## config.mk

```make
export PLATFORM = sky130hd
export DESIGN_NAME = byte_stream_frame_extractor_unit
export DESIGN_NICKNAME = d
export VERILOG_FILES = /design/src/rtl/core/bsfe_pkg.sv /design/src/rtl/core/bsfe_ctrl.sv /design/src/rtl/core/bsfe_dpath.sv /design/src/rtl/core/byte_stream_frame_extractor_unit.sv
export SDC_FILE = /design/constraint.sdc
export NUM_CORES = 1
export LEC_CHECK = 0
export ABC_CLOCK_PERIOD_IN_PS = 5800
export BUFFER_PORTS_ARGS = -buffer_cell sky130_fd_sc_hd__buf_2
export CAP_MARGIN = 0
export CORE_UTILIZATION = 51
export DETAILED_ROUTE_END_ITERATION = 7
export MAX_ROUTING_LAYER = met4
export PLACE_DENSITY_LB_ADDON = 0.25
export SLEW_MARGIN = 20
export SYNTH_ARGS = -nofsm -noshare
export SYNTH_HDL_FRONTEND = slang
export SYNTH_SLANG_ARGS = --single-unit
```

## constraint.sdc

```tcl
create_clock -name clk -period 5.8 [get_ports clk]
set_clock_uncertainty 0.1 [all_clocks]
set_input_delay 0.58 -clock clk [delete_from_list [all_inputs] [get_ports clk]]
set_output_delay 0.58 -clock clk [all_outputs]
set_load 0.03 [all_outputs]
```

## src/rtl/core/bsfe_pkg.sv

```systemverilog
// ----------------------------------------------------------------------------
// bsfe_pkg
// Types, constants and command/status bundles of the frame extractor.
// ----------------------------------------------------------------------------
package bsfe_pkg;

  localparam int CHANNELS      = 2;
  localparam int BUFFER_DEPTH  = 64;
  localparam int HEADER_SIZE   = 4;
  localparam int TRAILER_SIZE  = 1;
  localparam int LENGTH_OFFSET = 1;

  localparam int MIN_LEN = HEADER_SIZE + TRAILER_SIZE;
  localparam int POS_W   = $clog2(BUFFER_DEPTH);
  localparam int CNT_W   = $clog2(BUFFER_DEPTH + 1);
  localparam int CH_W    = 1;
  localparam int ADDR_W  = $clog2(CHANNELS * BUFFER_DEPTH);
  localparam int LEN_W   = 7;

  typedef enum logic [1:0] {
    REG_HEAD_SIGN     = 2'd0,
    REG_TAIL_SIGN     = 2'd1,
    REG_MAX_FRAME_LEN = 2'd2
  } cfg_reg_t;

  typedef enum logic [3:0] {
    ST_IDLE,
    ST_INIT,
    ST_CHK,
    ST_HEAD,
    ST_LEN0,
    ST_LEN1,
    ST_TAILRD,
    ST_TAIL,
    ST_EMRD,
    ST_EMLD,
    ST_DONE
  } state_t;

  typedef enum logic [2:0] {
    RD_OFF,
    RD_LEN0,
    RD_LEN1,
    RD_TAIL,
    RD_EMIT
  } rd_sel_t;

  typedef struct packed {
    logic    append;
    logic    scan_init;
    logic    rd_en;
    rd_sel_t rd_sel;
    logic    drop;
    logic    latch_lo;
    logic    latch_len;
    logic    emit_start;
    logic    emit_load;
    logic    emit_adv;
    logic    frame_adv;
    logic    commit;
  } cmd_t;

  typedef struct packed {
    logic remain_low;
    logic head_match;
    logic len_ok;
    logic len_short;
    logic tail_match;
    logic out_free;
    logic emit_last;
  } status_t;

endpackage

```

## src/rtl/core/bsfe_ctrl.sv

```systemverilog
// ----------------------------------------------------------------------------
// bsfe_ctrl
// Sequencer for append, buffer scan and frame emission.
// ----------------------------------------------------------------------------
module bsfe_ctrl (
  input  logic             clk,
  input  logic             rst,
  input  logic             s_tvalid,
  input  logic             s_tlast,
  input  logic [0:0]       s_tuser,
  output logic             s_tready,
  input  bsfe_pkg::status_t sts,
  output bsfe_pkg::cmd_t    cmd
);
  import bsfe_pkg::*;

  state_t state;
  state_t state_next;
  logic   ch_ok;

  assign ch_ok = (int'(s_tuser) < CHANNELS);

  always_ff @(posedge clk) begin
    if (rst) begin
      state <= ST_IDLE;
    end else begin
      state <= state_next;
    end
  end

  always_comb begin
    state_next = state;
    cmd        = '0;
    cmd.rd_sel = RD_OFF;
    s_tready   = 1'b0;
    unique case (state)
      ST_IDLE: begin
        s_tready = 1'b1;
        if (s_tvalid && ch_ok) begin
          cmd.append = 1'b1;
          if (s_tlast) begin
            state_next = ST_INIT;
          end
        end
      end
      ST_INIT: begin
        cmd.scan_init = 1'b1;
        state_next    = ST_CHK;
      end
      ST_CHK: begin
        if (sts.remain_low) begin
          state_next = ST_DONE;
        end else begin
          cmd.rd_en  = 1'b1;
          cmd.rd_sel = RD_OFF;
          state_next = ST_HEAD;
        end
      end
      ST_HEAD: begin
        if (sts.head_match) begin
          cmd.rd_en  = 1'b1;
          cmd.rd_sel = RD_LEN0;
          state_next = ST_LEN0;
        end else begin
          cmd.drop   = 1'b1;
          state_next = ST_CHK;
        end
      end
      ST_LEN0: begin
        cmd.latch_lo = 1'b1;
        cmd.rd_en    = 1'b1;
        cmd.rd_sel   = RD_LEN1;
        state_next   = ST_LEN1;
      end
      ST_LEN1: begin
        if (!sts.len_ok) begin
          cmd.drop   = 1'b1;
          state_next = ST_CHK;
        end else if (sts.len_short) begin
          state_next = ST_DONE;
        end else begin
          cmd.latch_len = 1'b1;
          state_next    = ST_TAILRD;
        end
      end
      ST_TAILRD: begin
        cmd.rd_en  = 1'b1;
        cmd.rd_sel = RD_TAIL;
        state_next = ST_TAIL;
      end
      ST_TAIL: begin
        if (sts.tail_match) begin
          cmd.emit_start = 1'b1;
          state_next     = ST_EMRD;
        end else begin
          cmd.drop   = 1'b1;
          state_next = ST_CHK;
        end
      end
      ST_EMRD: begin
        cmd.rd_en  = 1'b1;
        cmd.rd_sel = RD_EMIT;
        state_next = ST_EMLD;
      end
      ST_EMLD: begin
        if (sts.out_free) begin
          cmd.emit_load = 1'b1;
          if (sts.emit_last) begin
            cmd.frame_adv = 1'b1;
            state_next    = ST_CHK;
          end else begin
            cmd.emit_adv = 1'b1;
            state_next   = ST_EMRD;
          end
        end
      end
      ST_DONE: begin
        cmd.commit = 1'b1;
        state_next = ST_IDLE;
      end
      default: begin
        state_next = ST_IDLE;
      end
    endcase
  end

endmodule

```

## src/rtl/core/bsfe_dpath.sv

```systemverilog
// ----------------------------------------------------------------------------
// bsfe_dpath
// Channel ring buffers, scan counters, config registers and output register.
// ----------------------------------------------------------------------------
module bsfe_dpath (
  input  logic              clk,
  input  logic              rst,
  input  bsfe_pkg::cmd_t     cmd,
  output bsfe_pkg::status_t  sts,
  input  logic [7:0]        s_tdata,
  input  logic [0:0]        s_tuser,
  input  logic              cfg_valid,
  input  logic [1:0]        cfg_index,
  input  logic [7:0]        cfg_data,
  output logic              m_tvalid,
  input  logic              m_tready,
  output logic [7:0]        m_tdata,
  output logic [0:0]        m_tuser,
  output logic              m_tlast
);
  import bsfe_pkg::*;

  logic [7:0]         mem [CHANNELS * BUFFER_DEPTH];
  logic [POS_W-1:0]   hd [CHANNELS];
  logic [CNT_W-1:0]   fill [CHANNELS];

  logic [7:0]         head_sign;
  logic [7:0]         tail_sign;
  logic [LEN_W-1:0]   max_frame_len;

  logic [CH_W-1:0]    ch;
  logic [CNT_W-1:0]   off;
  logic [CNT_W-1:0]   remain;
  logic [LEN_W-1:0]   len;
  logic [CNT_W-1:0]   idx;
  logic [7:0]         len_lo;
  logic [7:0]         rdata;

  logic [CNT_W-1:0]   rd_pos;
  logic [POS_W-1:0]   rd_ring;
  logic [ADDR_W-1:0]  rd_addr;
  logic [POS_W-1:0]   wr_ring;
  logic [ADDR_W-1:0]  wr_addr;
  logic               wr_room;
  logic [15:0]        len_full;

  always_comb begin
    unique case (cmd.rd_sel)
      RD_OFF:  rd_pos = off;
      RD_LEN0: rd_pos = off + CNT_W'(LENGTH_OFFSET);
      RD_LEN1: rd_pos = off + CNT_W'(LENGTH_OFFSET + 1);
      RD_TAIL: rd_pos = off + CNT_W'(len) - CNT_W'(1);
      RD_EMIT: rd_pos = off + idx;
      default: rd_pos = off;
    endcase
  end

  assign rd_ring = hd[ch] + rd_pos[POS_W-1:0];
  assign rd_addr = {ch, rd_ring};
  assign wr_ring = hd[s_tuser] + fill[s_tuser][POS_W-1:0];
  assign wr_addr = {s_tuser, wr_ring};
  assign wr_room = (fill[s_tuser] < CNT_W'(BUFFER_DEPTH));
  assign len_full = {rdata, len_lo};

  always_comb begin
    sts.remain_low = (remain < CNT_W'(MIN_LEN));
    sts.head_match = (rdata == head_sign);
    sts.len_ok     = (len_full >= 16'(MIN_LEN)) && (len_full <= 16'(max_frame_len));
    sts.len_short  = (remain < CNT_W'(len_full[LEN_W-1:0]));
    sts.tail_match = (rdata == tail_sign);
    sts.out_free   = !m_tvalid || m_tready;
    sts.emit_last  = ((idx + CNT_W'(1)) == CNT_W'(len));
  end

  always_ff @(posedge clk) begin
    if (cmd.append && wr_room) begin
      mem[wr_addr] <= s_tdata;
    end
    if (cmd.rd_en) begin
      rdata <= mem[rd_addr];
    end
  end

  always_ff @(posedge clk) begin
    if (rst) begin
      for (int c = 0; c < CHANNELS; c++) begin
        hd[c]   <= '0;
        fill[c] <= '0;
      end
      head_sign     <= '0;
      tail_sign     <= '0;
      max_frame_len <= LEN_W'(64);
      m_tvalid      <= 1'b0;
    end else begin
      if (cfg_valid) begin
        unique case (cfg_reg_t'(cfg_index))
          REG_HEAD_SIGN:     head_sign     <= cfg_data;
          REG_TAIL_SIGN:     tail_sign     <= cfg_data;
          REG_MAX_FRAME_LEN: max_frame_len <= cfg_data[LEN_W-1:0];
          default: ;
        endcase
      end
      if (cmd.append && wr_room) begin
        fill[s_tuser] <= fill[s_tuser] + CNT_W'(1);
      end
      if (cmd.commit) begin
        hd[ch]   <= hd[ch] + off[POS_W-1:0];
        fill[ch] <= remain;
      end
      if (cmd.emit_load) begin
        m_tvalid <= 1'b1;
      end else if (m_tready) begin
        m_tvalid <= 1'b0;
      end
    end
  end

  always_ff @(posedge clk) begin
    if (cmd.append) begin
      ch <= s_tuser;
    end
    if (cmd.scan_init) begin
      off    <= '0;
      remain <= fill[ch];
    end else if (cmd.drop) begin
      off    <= off + CNT_W'(1);
      remain <= remain - CNT_W'(1);
    end else if (cmd.frame_adv) begin
      off    <= off + CNT_W'(len);
      remain <= remain - CNT_W'(len);
    end
    if (cmd.latch_lo) begin
      len_lo <= rdata;
    end
    if (cmd.latch_len) begin
      len <= len_full[LEN_W-1:0];
    end
    if (cmd.emit_start) begin
      idx <= '0;
    end else if (cmd.emit_adv) begin
      idx <= idx + CNT_W'(1);
    end
    if (cmd.emit_load) begin
      m_tdata <= rdata;
      m_tuser <= ch;
      m_tlast <= sts.emit_last;
    end
  end

endmodule

```

## src/rtl/core/byte_stream_frame_extractor_unit.sv

```systemverilog
// An item without chunk end is taken while s_tready is high; s_tready stays high for the next.
// A chunk end starts a scan of that channel's ring buffer: a byte failing the head check or a
// candidate's head byte with a bad length or tail is dropped, a full frame is sent byte by byte
// as the output frees, and a partial frame ends the scan. No input is taken during a scan; the
// buffer memory has a single read port. Reset (rst, synchronous, active high) empties all
// channel buffers, clears the output valid flag and sets head_sign 0, tail_sign 0, max_frame_len 64.
// ----------------------------------------------------------------------------
// byte_stream_frame_extractor_unit
// Length-prefixed frame extractor with shared head and tail sign bytes, one ring buffer per channel.
// ----------------------------------------------------------------------------
module byte_stream_frame_extractor_unit (
  input  logic       clk,
  input  logic       rst,
  input  logic       s_tvalid,
  output logic       s_tready,
  input  logic [7:0] s_tdata,    // [7:0] rx_byte
  input  logic [0:0] s_tuser,    // [0] rx_channel
  input  logic       s_tlast,    // chunk_end
  output logic       m_tvalid,
  input  logic       m_tready,
  output logic [7:0] m_tdata,    // [7:0] frame_byte
  output logic [0:0] m_tuser,    // [0] frame_channel
  output logic       m_tlast,    // frame_last
  input  logic       cfg_valid,
  output logic       cfg_ready,
  input  logic [1:0] cfg_index,
  input  logic [7:0] cfg_data
);
  import bsfe_pkg::*;

  cmd_t    cmd;
  status_t sts;

  assign cfg_ready = 1'b1;

  bsfe_ctrl u_ctrl (
    .clk      (clk),
    .rst      (rst),
    .s_tvalid (s_tvalid),
    .s_tlast  (s_tlast),
    .s_tuser  (s_tuser),
    .s_tready (s_tready),
    .sts      (sts),
    .cmd      (cmd)
  );

  bsfe_dpath u_dpath (
    .clk       (clk),
    .rst       (rst),
    .cmd       (cmd),
    .sts       (sts),
    .s_tdata   (s_tdata),
    .s_tuser   (s_tuser),
    .cfg_valid (cfg_valid),
    .cfg_index (cfg_index),
    .cfg_data  (cfg_data),
    .m_tvalid  (m_tvalid),
    .m_tready  (m_tready),
    .m_tdata   (m_tdata),
    .m_tuser   (m_tuser),
    .m_tlast   (m_tlast)
  );

endmodule

```

## Yosys cells after proc, flatten, opt, wreduce, memory -nomap -nowiden

Memories as Yosys holds them, arrays and structs flattened. A register that Yosys moved wholly into a read port is not among the register bits.
Index checks and enable logic that the tools add are counted.

- $add $sub $neg: 12
- Multiply operators: 0
- Divide/modulo/power cells: 0
- $lt $le $gt $ge: 5
- Equal/unequal tests: 22
- Shifts and indexed selects: 0
- Mux-type cells: 60
- Bitwise logic cells: 0
- Reductions and logical operators: 16

Operators with widths:

| kind | count |
|---|---|
| two-way mux 7 bit | 7 |
| two-way mux 4 bit | 10 |
| one-hot mux 4 bit (10 select lines) | 1 |
| two-way mux 1 bit | 35 |
| adder 6 bit | 4 |
| one-hot mux 6 bit (4 select lines) | 1 |
| adder 7 x 1 -> 7 bit, second input constant | 3 |
| one-hot mux 4 bit (5 select lines) | 1 |
| == test 4 x 3 -> 1 bit, second input constant | 4 |
| == test 8 bit | 2 |
| greater-or-equal comparator 16 x 3 -> 1 bit, second input constant | 1 |
| <= comparator 16 x 7 -> 1 bit | 1 |
| OR reduction 7 bit | 2 |
| == test 4 bit, second input constant | 3 |
| two-way mux 3 bit | 3 |
| == test 4 x 2 -> 1 bit, second input constant | 2 |
| adder 7 bit | 1 |
| == test 7 bit | 1 |
| less-than comparator 7 x 3 -> 1 bit, second input constant | 1 |
| less-than comparator 7 bit | 1 |
| less-than comparator 7 bit, second input constant | 1 |
| subtractor 7 x 1 -> 7 bit, second input constant | 1 |
| subtractor 7 bit | 1 |
| adder 6 x 2 -> 6 bit, second input constant | 1 |
| other kinds (20) | 27 |

- Register bits: 75
- Bits in latches: 0
- Bits in writable memories: 1050
- Bits in read-only memories: 0
- Bits of input ports: 25
- Output and inout port bits: 13
- Word-level logic and storage cells: 132
- Memories: 3

Memory list:

| memory | words | bits a word | read ports | clocked after Yosys merged registers in | wr ports | RTL line | RTL |
|---|---|---|---|---|---|---|---|
| u_dpath.mem | 128 | 8 | 1 | 1 | 1 | bsfe_dpath.sv:23 | `logic [7:0] mem [CHANNELS * BUFFER_DEPTH];` |
| u_dpath.fill | 2 | 7 | 2 | 1 | 2 | bsfe_dpath.sv:25 | `logic [CNT_W-1:0] fill [CHANNELS];` |
| u_dpath.hd | 2 | 6 | 2 | 1 | 2 | bsfe_dpath.sv:24 | `logic [POS_W-1:0] hd [CHANNELS];` |

## Logic depth before layout (Yosys ltp)

Gate-level depths: netlist of the first run.

- Word-level depth: 9
- Gate-level depth with buffers: 20
- Mapped depth without buffers: 19

## Cells and area by module

A second synthesis of the first run with hierarchy kept.

- Cell total of the unflattened synthesis: 2349
- Area, all modules: 46525.9 µm²

Modules (own cells, without submodules):

| module | times used | cells each | area an instance (µm²) | seq. area each (µm²) |
|---|---|---|---|---|
| bsfe_dpath | 1 | 2285 | 46061.7 | 33522.2 |
| bsfe_ctrl | 1 | 62 | 452.9 | 80.1 |
| byte_stream_frame_extractor_unit | 1 | 2 | 11.3 | 0.0 |

## Least setup slack after synthesis of the first run

Ideal clock, no wire load.

- Kind: register to register
- Start point: register u_dpath.off[0]
- End point: register u_dpath.rdata[0], read port of u_dpath.mem (data pin)
- Setup time: 260 ps
- Data arrival time: 4665 ps
- Data required time: 5440 ps
- Slack: 775 ps
- Stages on the path, launching flop included: 15
- Buffers on the path: 1
- Clock period less this slack: 5025 ps
- Cells stage by stage: dfxtp_1 ha_1 inv_1 fa_1 ha_1 xor2_1 a211oi_1 a221o_1 a22o_1 ha_1 xnor2_1 buf_2 mux4_2 mux4_2 mux2_2

- Cells in the longest elaborated chain, start to end: 4
- Elaborated cells on any way between the ends: 7
- Those cells by class: add/sub: 6; mux: 1

RTL lines:

| item | RTL line | RTL |
|---|---|---|
| start: declaration | bsfe_dpath.sv:32 | `logic [CNT_W-1:0] off;` |
| start signal: assignment | bsfe_dpath.sv:126 | `off <= off + CNT_W'(1);` |
| start signal: assignment | bsfe_dpath.sv:129 | `off <= off + CNT_W'(len);` |
| adder 7 bit | bsfe_dpath.sv:52 | `RD_TAIL: rd_pos = off + CNT_W'(len) - CNT_W'(1);` |
| subtractor 6 x 1 -> 6 bit | bsfe_dpath.sv:52 |  |
| one-hot mux 6 bit (4 select lines) * | bsfe_dpath.sv:48 | `unique case (cmd.rd_sel)` |
| adder 6 bit * | bsfe_dpath.sv:58 | `assign rd_ring = hd[ch] + rd_pos[POS_W-1:0];` |
| end: declaration | bsfe_dpath.sv:37 | `logic [7:0] rdata;` |

Every way passes the cells marked *; elsewhere a longest branch is shown, timed or not.
A chain may end at the register's enable or synchronous reset.

## Final worst setup path of the first run

- Start point: register u_dpath.rdata[5], read port of u_dpath.mem
- End point: register u_dpath.rdata[1], read port of u_dpath.mem (data pin)

- Cells in the longest elaborated chain, start to end: 6
- Elaborated cells on any way between the ends: 9
- Those cells by class: add/sub: 1; eq/ne: 5; mux: 3

RTL lines:

| item | RTL line | RTL |
|---|---|---|
| == test 8 bit * | bsfe_dpath.sv:67 | `sts.head_match = (rdata == head_sign);` |
| two-way mux 4 bit * | bsfe_ctrl.sv:60 | `if (sts.head_match) begin` |
| one-hot mux 4 bit (5 select lines) * | bsfe_ctrl.sv:36 | `unique case (state)` |
| == test 3 bit (tied with other cells) | bsfe_dpath.sv:48 |  |
| one-hot mux 6 bit (4 select lines) | bsfe_dpath.sv:48 |  |
| adder 6 bit | bsfe_dpath.sv:58 |  |

Marks and branches as above.

==> results of run 1 <==
==> timing repair <==
item	4_1_cts	5_1_grt
hold buffers	0	0
setup endpoints to repair	0	8
buffers inserted	0	4
gates resized for setup	0	4
==> layer usage <==
layer,part of all wire,GRT usage,vias to the layer above
met5,0,-,-
met3,0.082,0.04362,165
li1,-,-,9803
met2,0.48,0.3783,1077
met1,0.41,0.3500,12435
met4,0.024,0.06917,0
==> state kept, by name, indices dropped and copies added (netlist names), 4 cells and up, named ones only <==
register,flops
u_dpath.idx,7
u_dpath.remain,7
u_dpath.off,6
u_dpath.rdata,8
u_dpath.len,7
u_dpath.hd,12
u_dpath.tail_sign,8
u_dpath.len_lo,8
u_dpath.mem,1024
u_dpath.head_sign,8
u_dpath.m_tdata,8
u_dpath.max_frame_len,7
u_dpath.fill,14
u_ctrl.state,4
==> worst max-delay path, delay by kind of cell, from the launching register on <==
| family | cells | cell delay (ns) |
|---|---|---|
| and+or+nand+nor | 3 | 0.52 |
| xor gates and xnor gates | 1 | 0.29 |
| adders and majority gates | 2 | 1.13 |
| DFF | 1 | 0.49 |
| AOI/OAI and AO/OA | 2 | 0.37 |
| muxes | 4 | 1.74 |
| buffers and inverters | 4 | 0.76 |
==> report_power, final <==
part           switching, mW  internal (mW)  leakage, nW  total, mW
clock network           3.08           4.50         1.85       7.58
registers             0.0246           9.03         10.2       9.05
logic                   1.09          0.920         4.96       2.01
==> cell usage in the layout (no fill, tap or decap), types with 8 or more instances in the layout <==
cell and instances:
ha_1 49, buf_12 19, buf_2 28, a21o_1 13, edfxtp_1 1091, buf_4 99
xnor2_1 39, o21ai_0 25, mux2_2 20, nand2b_1 11, nor2_1 225, xor2_1 29
dfxtp_1 42, clkinv_1 18, mux2i_1 35, nor3_1 8, nand2_1 66, nand3_1 19
mux4_2 336, clkinv_2 18, nor2b_1 12, clkbuf_16 115, a21oi_1 42, inv_1 45
a211oi_1 9, bufinv_16 21, clkbuf_1 18
==> through the flow <==
stage	setup WS (ns)	instances	util	setup TNS, ns	hold slack, ns
detailed placement	0.04692	3540	0.5405	0	0.3999
CTS	0.03715	3742	0.5829	0	0.03208
floorplan	0.7752	2324	-	0	0.3570
global route	-0.006620	3750	0.5839	-0.006620	0.06413
global placement	-0.06335	3539	0.5403	-0.1686	0.3907
finish	0.1260	3750	0.5839	0	0.07255
==> final cells by class <==
class | instances | share of cell area
diodes | 2 | 0.00009522
well taps | 1176 | 0.02799
repair buffers | 153 | 0.02614
clock inverters | 71 | 0.01759
clock buffers | 131 | 0.05508
inverters | 45 | 0.003214
multi-input cells | 1039 | 0.2306
flip-flops and latches | 1133 | 0.6393
==> final timing paths <==
check / end / startpoint / depth (start not counted) / slack, ns
hold / removal: u_dpath.head_sign[7]$_SDFFE_PP0P_ / cfg_data[7] / 3 / 0.07
setup / recovery: u_dpath.rdata[1]$_DFFE_PP_ / u_dpath.rdata[5]$_DFFE_PP_ / 16 / 0.13
setup reg to reg: u_dpath.rdata[1]$_DFFE_PP_ / u_dpath.rdata[5]$_DFFE_PP_ / 16 / 0.13
hold reg to reg: u_dpath.max_frame_len[5]$_SDFFE_PP0P_ / u_dpath.max_frame_len[5]$_SDFFE_PP0P_ / 2 / 0.42
==> kinds of logic (layout without fill, tap and decap cells) <==
logic type	after synthesis	in the layout
flip-flops	1133	1133
multiplexers	391	391
AND/OR/NAND/NOR	387	387
buffers and inverters	152	400
AO/OA/AOI/OAI	132	132
XOR/XNOR	72	72
adder cells (fa/ha/maj)	56	56
other	1	3
==> results_dict.tcl, run 1 <==
set metrics [dict create \
    dp_hpwl_um 69260 \
    design_area_um2 52560 \
    grt_overflow 0 \
    drive_gt1_frac 0.2694 \
    syn_area_um2 46310 \
    p_leak_nw 17.00 \
    coreArea_um2 90010 \
    synth_top_area_cell "edfxtp_1" \
    max_clock_freq_mhz 176.2 \
    yosysSeqAreaShare 0.7256 \
    final_nets 2565 \
    drv_cap 0 \
    finalSetupViolCount 0 \
    ys_ff_latch 1133 \
    clk_path_buf_depth 3 \
    yosys.area.top_type_share 0.7075 \
    die_h_um 303.3 \
    status "complete, no violations" \
    synthSimpleGateAreaFrac 0.03634 \
    synth_cells 2324 \
    root_buffer "clkbuf_16" \
    worst_slew_pin_slew_ns 1.130 \
    antenna_found_initial 2 \
    synthAdderAreaFrac 0.01610 \
    synth_compound_area_frac 0.01835 \
    final.fill_count 6493 \
    htree_levels 3 \
    insertion_delay_ns 0.69 \
    place.gp.congestion 0.8656 \
    final-hold-violation-count 0 \
    multiInputGateArea_um2 12120 \
    p_per_area_nw_per_um2 354.6 \
    yosysWarnings 0 \
    area_growth_pct 13.50 \
    initial_utilization 0.5145 \
    route.vias.total 23480 \
    grt_max_degree 105 \
    max_stage_delay_ns 0.91 \
    grt_use_total 0.2486 \
    cp_max_fo 39 \
    slowest_stage "fa_4" \
    viasPerCell 6.261 \
    wire_per_inst_um 29.34 \
    drv_slew 0 \
    clkTransAtPathRegs_ns 0.07 \
    regArea_um2 33600 \
    power_mw 18.64 \
    netlist_top_cells_area "edfxtp_1, mux4_2, nor2_1" \
    start_kind "flop" \
    grt_pass1_wl_um 158800 \
    synth_commonest_cells "edfxtp_1, mux4_2, nor2_1, clkbuf_1, nand2_1" \
    cpMostUsedCell "mux4_2" \
    worstPathArrival_ns 6.03 \
    period_share 0.9783 \
    cts_tree "done" \
    drc 0 \
    hold_path_class "in -> reg" \
    grt_pass1_vias 23463 \
    critical_path_required_ns 6.15 \
    syn_nets 2405 \
    critPathKind "reg -> reg" \
    cts_made_buffers 112 \
    synthFlopType "edfxtp_1" \
    drtIter0Drc 2821 \
    synth_top_family_by_area "multiplexers" \
    rows 110 \
    synth_edf_count 1091 \
    vdd_ir_drop_max_mv 0.2613 \
    slew_headroom 0.2436 \
    wirelength_um 110000 \
    synth.avg_cell_area_um2 19.93 \
    synthMuxAreaShare 0.1758 \
    synthXorXnorAreaFrac 0.01378 \
    io_pins 38 \
    fp.dieW_um 303.3 \
    placed_area_um2 48650 \
    yosysUniqueCellTypes 64 \
    yosysMostFrequentCell "edfxtp_1" \
    end_kind "flop" \
    dieArea_um2 92010 \
    async_flop_share 0 \
    portBuffers 36 \
    ant_nets 0 \
    detail_route.first_pass.iterations 5 \
    period_minus_slack_ns 5.674 \
    cts.sinks 1133 \
    cp_cell_sequence "xor2_1, nor4_2, buf_4, and3_1, and2_0, buf_4, o21ai_0, o211ai_1, ha_4, fa_4, buf_12, buf_12, mux4_2, mux4_2, mux4_2, mux2_2" \
]
Note: power is estimated with default switching activity, not from simulation.
==> run 2: changes to the inputs <==
--- a/config.mk
+++ b/config.mk
@@ -5,7 +5,7 @@
 export SDC_FILE = /design/constraint.sdc
 export NUM_CORES = 1
 export LEC_CHECK = 0
-export ABC_CLOCK_PERIOD_IN_PS = 5800
+export ABC_CLOCK_PERIOD_IN_PS = 6340
 export BUFFER_PORTS_ARGS = -buffer_cell sky130_fd_sc_hd__buf_2
 export CAP_MARGIN = 0
 export CORE_UTILIZATION = 51
==> constraint.sdc (replaced) <==
create_clock -name clk -period 6.34 [get_ports clk]
set_clock_uncertainty 0.1 [all_clocks]
set_input_delay 0.634 -clock clk [delete_from_list [all_inputs] [get_ports clk]]
set_output_delay 0.634 -clock clk [all_outputs]
set_load 0.03 [all_outputs]
==> run 2 against run 1 <==
Clock power decreased by 14%; clock-buffer cell count increased by 9; global-route usage decreased by 0.22 points; combinational power decreased by 13%; setup slack improved by 0.34 ns; register-to-register slack improved by 0.34 ns; cell count decreased by 1.0%; sequential share of layout area increased by 0.81 points; largest cell class unchanged.
==> results_dict.tcl, run 2 (synthesis gave the netlist of run 1 again) <==
set metrics [dict create \
    status "complete, no violations" \
    fp.dieW_um 303.3 \
    p_int_mw 12.76 \
    final_cell_mix "edfxtp_1, mux4_2, nor2_1" \
    grt_pass1_vias 23442 \
    initial_utilization 0.5145 \
    design_area_um2 51900 \
    max_clock_freq_mhz 170.1 \
    final-hold-violation-count 0 \
    end_kind "flop" \
    grt_max_degree 109 \
    critPathLaunch "u_dpath.rdata[2]$_DFFE_PP_" \
    cts.sinks 1133 \
    final.setup.worst_slack_ns 0.4620 \
    switchingPower_mw 3.808 \
    sw_frac_of_total 0.2299 \
    slew_headroom 0.2512 \
    portBuffers 36 \
    die_h_um 303.3 \
    cts_post_setup_buffers_inserted 0 \
    crit_path_end "u_dpath.rdata[6]$_DFFE_PP_" \
    final.fill_count 6579 \
    area_growth_pct 12.08 \
    clkTransAtPathRegs_ns 0.07 \
    dieArea_um2 92010 \
    finalSetupViolCount 0 \
    pwr-share-comb 0.106 \
    drc 0 \
    critPathKind "reg -> reg" \
    utilization 0.5766 \
    vdd_ir_drop_max_mv 0.2065 \
    cp_max_fo 59 \
    rr_worst_depth 15 \
    drive_gt1_frac 0.2541 \
    worst_slew_pin_slew_ns 1.119 \
    route.vias.total 23177 \
    cts_made_buffers 112 \
    rows 110 \
    cts_tree "done" \
    pwr-share-seq 0.500 \
    reg2reg_slack_ns 0.46 \
    start_kind "flop" \
    power_frac_clock 0.394 \
    dp_hpwl_um 67790 \
    p_leak_nw 16.61 \
    clk_path_buf_depth 3 \
    largest_reg_flops 1024 \
    regMostFlops "u_dpath.mem" \
    r2r-end "u_dpath.rdata[6]$_DFFE_PP_" \
    grt_overflow 0 \
    critical_path_required_ns 6.67 \
    drtIter0Drc 2974 \
    reg_top3 "u_dpath.mem (1024), u_dpath.fill (14), u_dpath.hd (12)" \
    worstPathArrival_ns 6.21 \
    reg2reg_from "u_dpath.rdata[2]$_DFFE_PP_" \
    layout.cells.non_filler 3711 \
    p_per_area_nw_per_um2 319.2 \
    drv_cap 0 \
    period_share 0.9271 \
    dpl.cell_count 3500 \
    place.gp.congestion 0.8967 \
    wirelength_um 107500 \
    root_buffer "clkbuf_16" \
    layout_commonest_cell "edfxtp_1" \
    drv_slew 0 \
    insertion_delay_ns 0.70 \
    viasPerCell 6.245 \
    io_pins 38 \
    coreArea_um2 90010 \
    period_minus_slack_ns 5.878 \
    antenna_found_initial 3 \
    htree_levels 3 \
    hold_path_class "in -> reg" \
    grt_use_total 0.2465 \
    rsz0062_at_grt "no" \
    ant_nets 0 \
    setup_tns_ns 0 \
    detail_route.first_pass.iterations 5 \
    wire_per_inst_um 28.96 \
    grt_pass1_wl_um 158500 \
    placed_area_um2 48280 \
    final_nets 2519 \
    dp_slack_ns 0.1774 \
]
==> run 2: cell count changes in the layout (fill, tap and decap cells not counted), moves of 2 or more <==
cell	before	now
clkinv_4	1	3
clkbuf_16	115	113
buf_4	99	62
nand2_2	2	0
clkinv_8	0	2
bufinv_16	21	10
nand2_1	66	68
buf_6	4	2
clkbuf_1	18	27
clkinvlp_4	7	11
clkinv_2	18	20
buf_12	19	15
==> run 2: timing repair <==
item,CTS,global route
setup endpoints to repair,0,8
resized for setup,0,1
hold buffers,0,0
==> run 2: worst min-delay path by stage <==
stage | startpoint | cells past startpoint | to | slack (ns)
3_3_place_gp | u_dpath.max_frame_len[4]$_SDFFE_PP0P_ | 2 | u_dpath.max_frame_len[4]$_SDFFE_PP0P_ | 0.38
4_1_cts | cfg_data[7] | 3 | u_dpath.tail_sign[7]$_SDFFE_PP0P_ | 0.09
2_1_floorplan | u_dpath.len_lo[3]$_DFFE_PP_ | 0 | u_dpath.len[3]$_DFFE_PP_ | 0.36
6_report | cfg_data[7] | 3 | u_dpath.tail_sign[7]$_SDFFE_PP0P_ | 0.11
3_5_place_dp | u_dpath.max_frame_len[5]$_SDFFE_PP0P_ | 2 | u_dpath.max_frame_len[5]$_SDFFE_PP0P_ | 0.39
5_1_grt | cfg_data[7] | 3 | u_dpath.head_sign[7]$_SDFFE_PP0P_ | 0.13
==> run 2: metrics by stage <==
stage / total power [mW] / hold slack (ns)
floorplan: 9.556 / 0.3570
global placement: 10.18 / 0.3829
detailed placement: 10.21 / 0.3896
CTS: 16.67 / 0.09100
global route: 17.01 / 0.1265
finish: 16.57 / 0.1128
==> run 2: final cells by class <==
| type | instances | area (um2) | area share |
|---|---|---|---|
| antenna | 1 | 2.502 | 0.00004821 |
| clock buffer | 140 | 2929 | 0.05644 |
| clock inverter | 70 | 673.1 | 0.01297 |
| inverter | 45 | 168.9 | 0.003255 |
| multi-input combinational | 1039 | 12130 | 0.2336 |
| sequential | 1133 | 33600 | 0.6474 |
| tap | 1176 | 1471 | 0.02835 |
| timing repair buffer | 107 | 928.4 | 0.01789 |
==> run 2: metal layers <==
metal	global-route usage	routed length, um
met2	0.3788	51960
met4	0.06833	2532
met3	0.04169	8460
met5	-	0
met1	0.3447	44500
==> run 2: worst max-delay path, stage by stage (launching register included) <==
cell	delay (ns)
edfxtp_1	0.47
xor2_1	0.19
nor4_2	0.45
nand4_1	0.30
nand3_1	0.21
nand3_1	0.10
o21ai_0	0.10
o211ai_1	0.17
ha_4	0.21
fa_4	0.88
buf_12	0.34
buf_4	0.29
mux4_2	0.33
mux4_2	0.55
mux4_2	0.57
mux2_2	0.29
==> run 2: power groups by stage <==
stage / Clock [mW] / Combinational [mW] / Sequential [mW]
after floorplan: 0 / 1.13 / 8.43
after global placement: 0 / 1.74 / 8.44
after detailed placement: 0 / 1.77 / 8.44
after CTS: 6.61 / 1.77 / 8.28
after global routing: 6.87 / 1.85 / 8.29
final: 6.53 / 1.75 / 8.28
==> run 3: changes to the inputs <==
--- a/config.mk
+++ b/config.mk
@@ -5,9 +5,10 @@
 export SDC_FILE = /design/constraint.sdc
 export NUM_CORES = 1
 export LEC_CHECK = 0
-export ABC_CLOCK_PERIOD_IN_PS = 6340
+export ABC_CLOCK_PERIOD_IN_PS = 5400
 export BUFFER_PORTS_ARGS = -buffer_cell sky130_fd_sc_hd__buf_2
 export CAP_MARGIN = 0
+export CORE_ASPECT_RATIO = 0.8
 export CORE_UTILIZATION = 51
 export DETAILED_ROUTE_END_ITERATION = 7
 export MAX_ROUTING_LAYER = met4
==> constraint.sdc (replaced) <==
create_clock -name clk -period 5.4 [get_ports clk]
set_clock_uncertainty 0.1 [all_clocks]
set_input_delay 0.54 -clock clk [delete_from_list [all_inputs] [get_ports clk]]
set_output_delay 0.54 -clock clk [all_outputs]
set_load 0.03 [all_outputs]
==> run 3 against run 2 <==
Setup slack got worse by 0.37 ns; utilization up 2.3 points; clock-buffer cell count is 13 lower; cell count rose by 5.7%; sequential power up 17%; hold slack got worse by 0.057 ns; register-to-register slack got worse by 0.37 ns; flip-flop and latch count unchanged; non-clock buffer count grew 202; final area is 3.5% higher.
==> results_dict.tcl, run 3 (synthesis gave the netlist of run 1 again) <==
set metrics [dict create \
    final_nets 2714 \
    critPathKind "reg -> reg" \
    cp_max_fo 38 \
    start_kind "flop" \
    dieArea_um2 92020 \
    cts.sinks 1133 \
    portBuffers 36 \
    use_met2 0.3534 \
    p_per_area_nw_per_um2 364.7 \
    ant_nets 0 \
    initial_utilization 0.5166 \
    period_minus_slack_ns 5.311 \
    whs_path_depth 3 \
    rr_worst_depth 15 \
    met1_usage 0.3829 \
    drv_slew 0 \
    detail_route.first_pass.iterations 5 \
    vdd_ir_drop_max_mv 0.3564 \
    p_leak_nw 17.76 \
    final_cell_mix "edfxtp_1, mux4_2, buf_4" \
    critical_path_required_ns 5.73 \
    insertion_delay_ns 0.68 \
    coreArea_um2 89630 \
    antenna_found_initial 10 \
    clkTransAtPathRegs_ns 0.06 \
    worstPathArrival_ns 5.64 \
    busiest_layer "met1" \
    power_mw 19.59 \
    rows 98 \
    clk_path_buf_depth 3 \
    holdPathEnd "u_dpath.head_sign[5]$_SDFFE_PP0P_" \
    hold_path_class "in -> reg" \
    wirelength_um 112000 \
    utilization 0.5992 \
    dp_hpwl_um 71350 \
    end_kind "flop" \
    root_buffer "clkbuf_16" \
    min_from "cfg_data[5]" \
    area_growth_pct 15.99 \
    status "complete, no violations" \
    drc 0 \
    io_pins 38 \
    route.vias.total 24125 \
    regMostFlops "u_dpath.mem" \
    final-hold-violation-count 0 \
    fp.dieW_um 338.9 \
    slew_headroom 0.2187 \
    grt_pass1_wl_um 164900 \
    dpl.cell_count 3706 \
    worst_slew_pin_slew_ns 1.169 \
    drv_cap 0 \
    finalSetupViolCount 0 \
    viasPerCell 6.148 \
    grt_pass1_vias 24252 \
    drive_gt1_frac 0.3090 \
    grt_max_degree 91 \
    cts_made_buffers 105 \
    final.fill_count 6325 \
    max_clock_freq_mhz 188.3 \
    reg_top3 "u_dpath.mem (1024), u_dpath.fill (14), u_dpath.hd (12)" \
    place.gp.congestion 0.8863 \
    largest_reg_flops 1024 \
    met3_usage 0.05651 \
    grt_overflow 0 \
    reg2reg_from "u_dpath.rdata[4]$_DFFE_PP_" \
    die_h_um 271.5 \
    cts_tree "done" \
    layout_commonest_cell "edfxtp_1" \
    period_share 0.9835 \
    layout.cells.non_filler 3924 \
    grt_use_total 0.2532 \
    wire_per_inst_um 28.54 \
    htree_levels 3 \
    r2r-end "u_dpath.rdata[2]$_DFFE_PP_" \
    drtIter0Drc 3101 \
    reg2reg_slack_ns 0.09 \
]
run 3: cell count changes in the layout (fill, tap and decap cells not counted), moves of 2 or more:
cell / before / now
bufinv_16: 10 / 14
clkinvlp_4: 11 / 8
a21oi_1: 42 / 40
clkinv_1: 18 / 21
buf_4: 62 / 240
buf_16: 0 / 6
a21oi_2: 0 / 2
buf_12: 15 / 26
clkinv_2: 20 / 17
inv_6: 5 / 3
clkbuf_1: 27 / 20
run 3: metrics by stage:
step | worst slack, ns | setup TNS (ns) | hold WS, ns | instance area, um2
after CTS | -0.01240 | -0.01240 | 0.01002 | 53440
after global placement | -0.2097 | -1.286 | 0.3798 | 49820
after floorplan | 0.3752 | 0 | 0.3570 | 46310
final | 0.08911 | 0 | 0.05623 | 53710
after detailed placement | -0.1725 | -0.9506 | 0.3926 | 49820
after global routing | -0.008767 | -0.008767 | 0.04049 | 53710
run 3: area by class of cell:
| class | instances | area [um2] | area share |
|---|---|---|---|
| clock buffer | 127 | 2753 | 0.05125 |
| tap | 1200 | 1501 | 0.02795 |
| multi-input combinational | 1039 | 12140 | 0.2260 |
| timing repair buffer | 309 | 2796 | 0.05206 |
| sequential | 1133 | 33600 | 0.6256 |
| inverter | 45 | 168.9 | 0.003145 |
| antenna | 2 | 5.005 | 0.00009318 |
| clock inverter | 69 | 749.5 | 0.01395 |
run 3: worst max path at each step:
stage                                      startpoint  cells past startpoint                          to
after floorplan           u_dpath.off[0]$_SDFFE_PP0P_                     14  u_dpath.rdata[0]$_DFFE_PP_
after global placement     u_dpath.rdata[2]$_DFFE_PP_                     15  u_dpath.rdata[0]$_DFFE_PP_
after detailed placement   u_dpath.rdata[4]$_DFFE_PP_                     16  u_dpath.rdata[0]$_DFFE_PP_
after CTS                  u_dpath.rdata[4]$_DFFE_PP_                     16  u_dpath.rdata[0]$_DFFE_PP_
after global routing         u_dpath.len[0]$_DFFE_PP_                     14  u_dpath.rdata[2]$_DFFE_PP_
final                      u_dpath.rdata[4]$_DFFE_PP_                     15  u_dpath.rdata[2]$_DFFE_PP_
run 3: layer usage:
metal | vias to the layer above | share of wire | wire [um]
met2 | 1185 | 0.45 | 49990
li1 | 10098 | - | -
met1 | 12705 | 0.43 | 48080
met3 | 137 | 0.11 | 11890
met4 | 0 | 0.018 | 2018
met5 | - | 0 | 0
run 3: repair_timing:
action	4_1_cts	5_1_grt
pin swaps	4	6
setup buffers	3	9
setup endpoints to repair	8	8
endpoints found under the hold margin	1	0
gates resized for setup	4	16
cloned	2	5
hold buffers	1	0
run 3: worst max-delay path, cell delays in order, from the launching register on:
cell	delay (ns)
edfxtp_1	0.52
xor2_1	0.27
nor3_2	0.05
buf_4	0.14
and3_1	0.19
and2_4	0.18
o21ai_1	0.13
o211ai_1	0.15
ha_4	0.20
fa_4	0.85
buf_4	0.15
buf_12	0.22
mux4_2	0.42
mux4_2	0.60
mux4_2	0.53
mux2_2	0.28
run 3: power by group:
part / switching (mW) / leakage, nW / internal, mW / total, mW
Clock: 3.24 / 1.69 / 4.32 / 7.56
Sequential: 0.0252 / 10.2 / 9.69 / 9.72
Combinational: 1.23 / 5.88 / 1.08 / 2.32
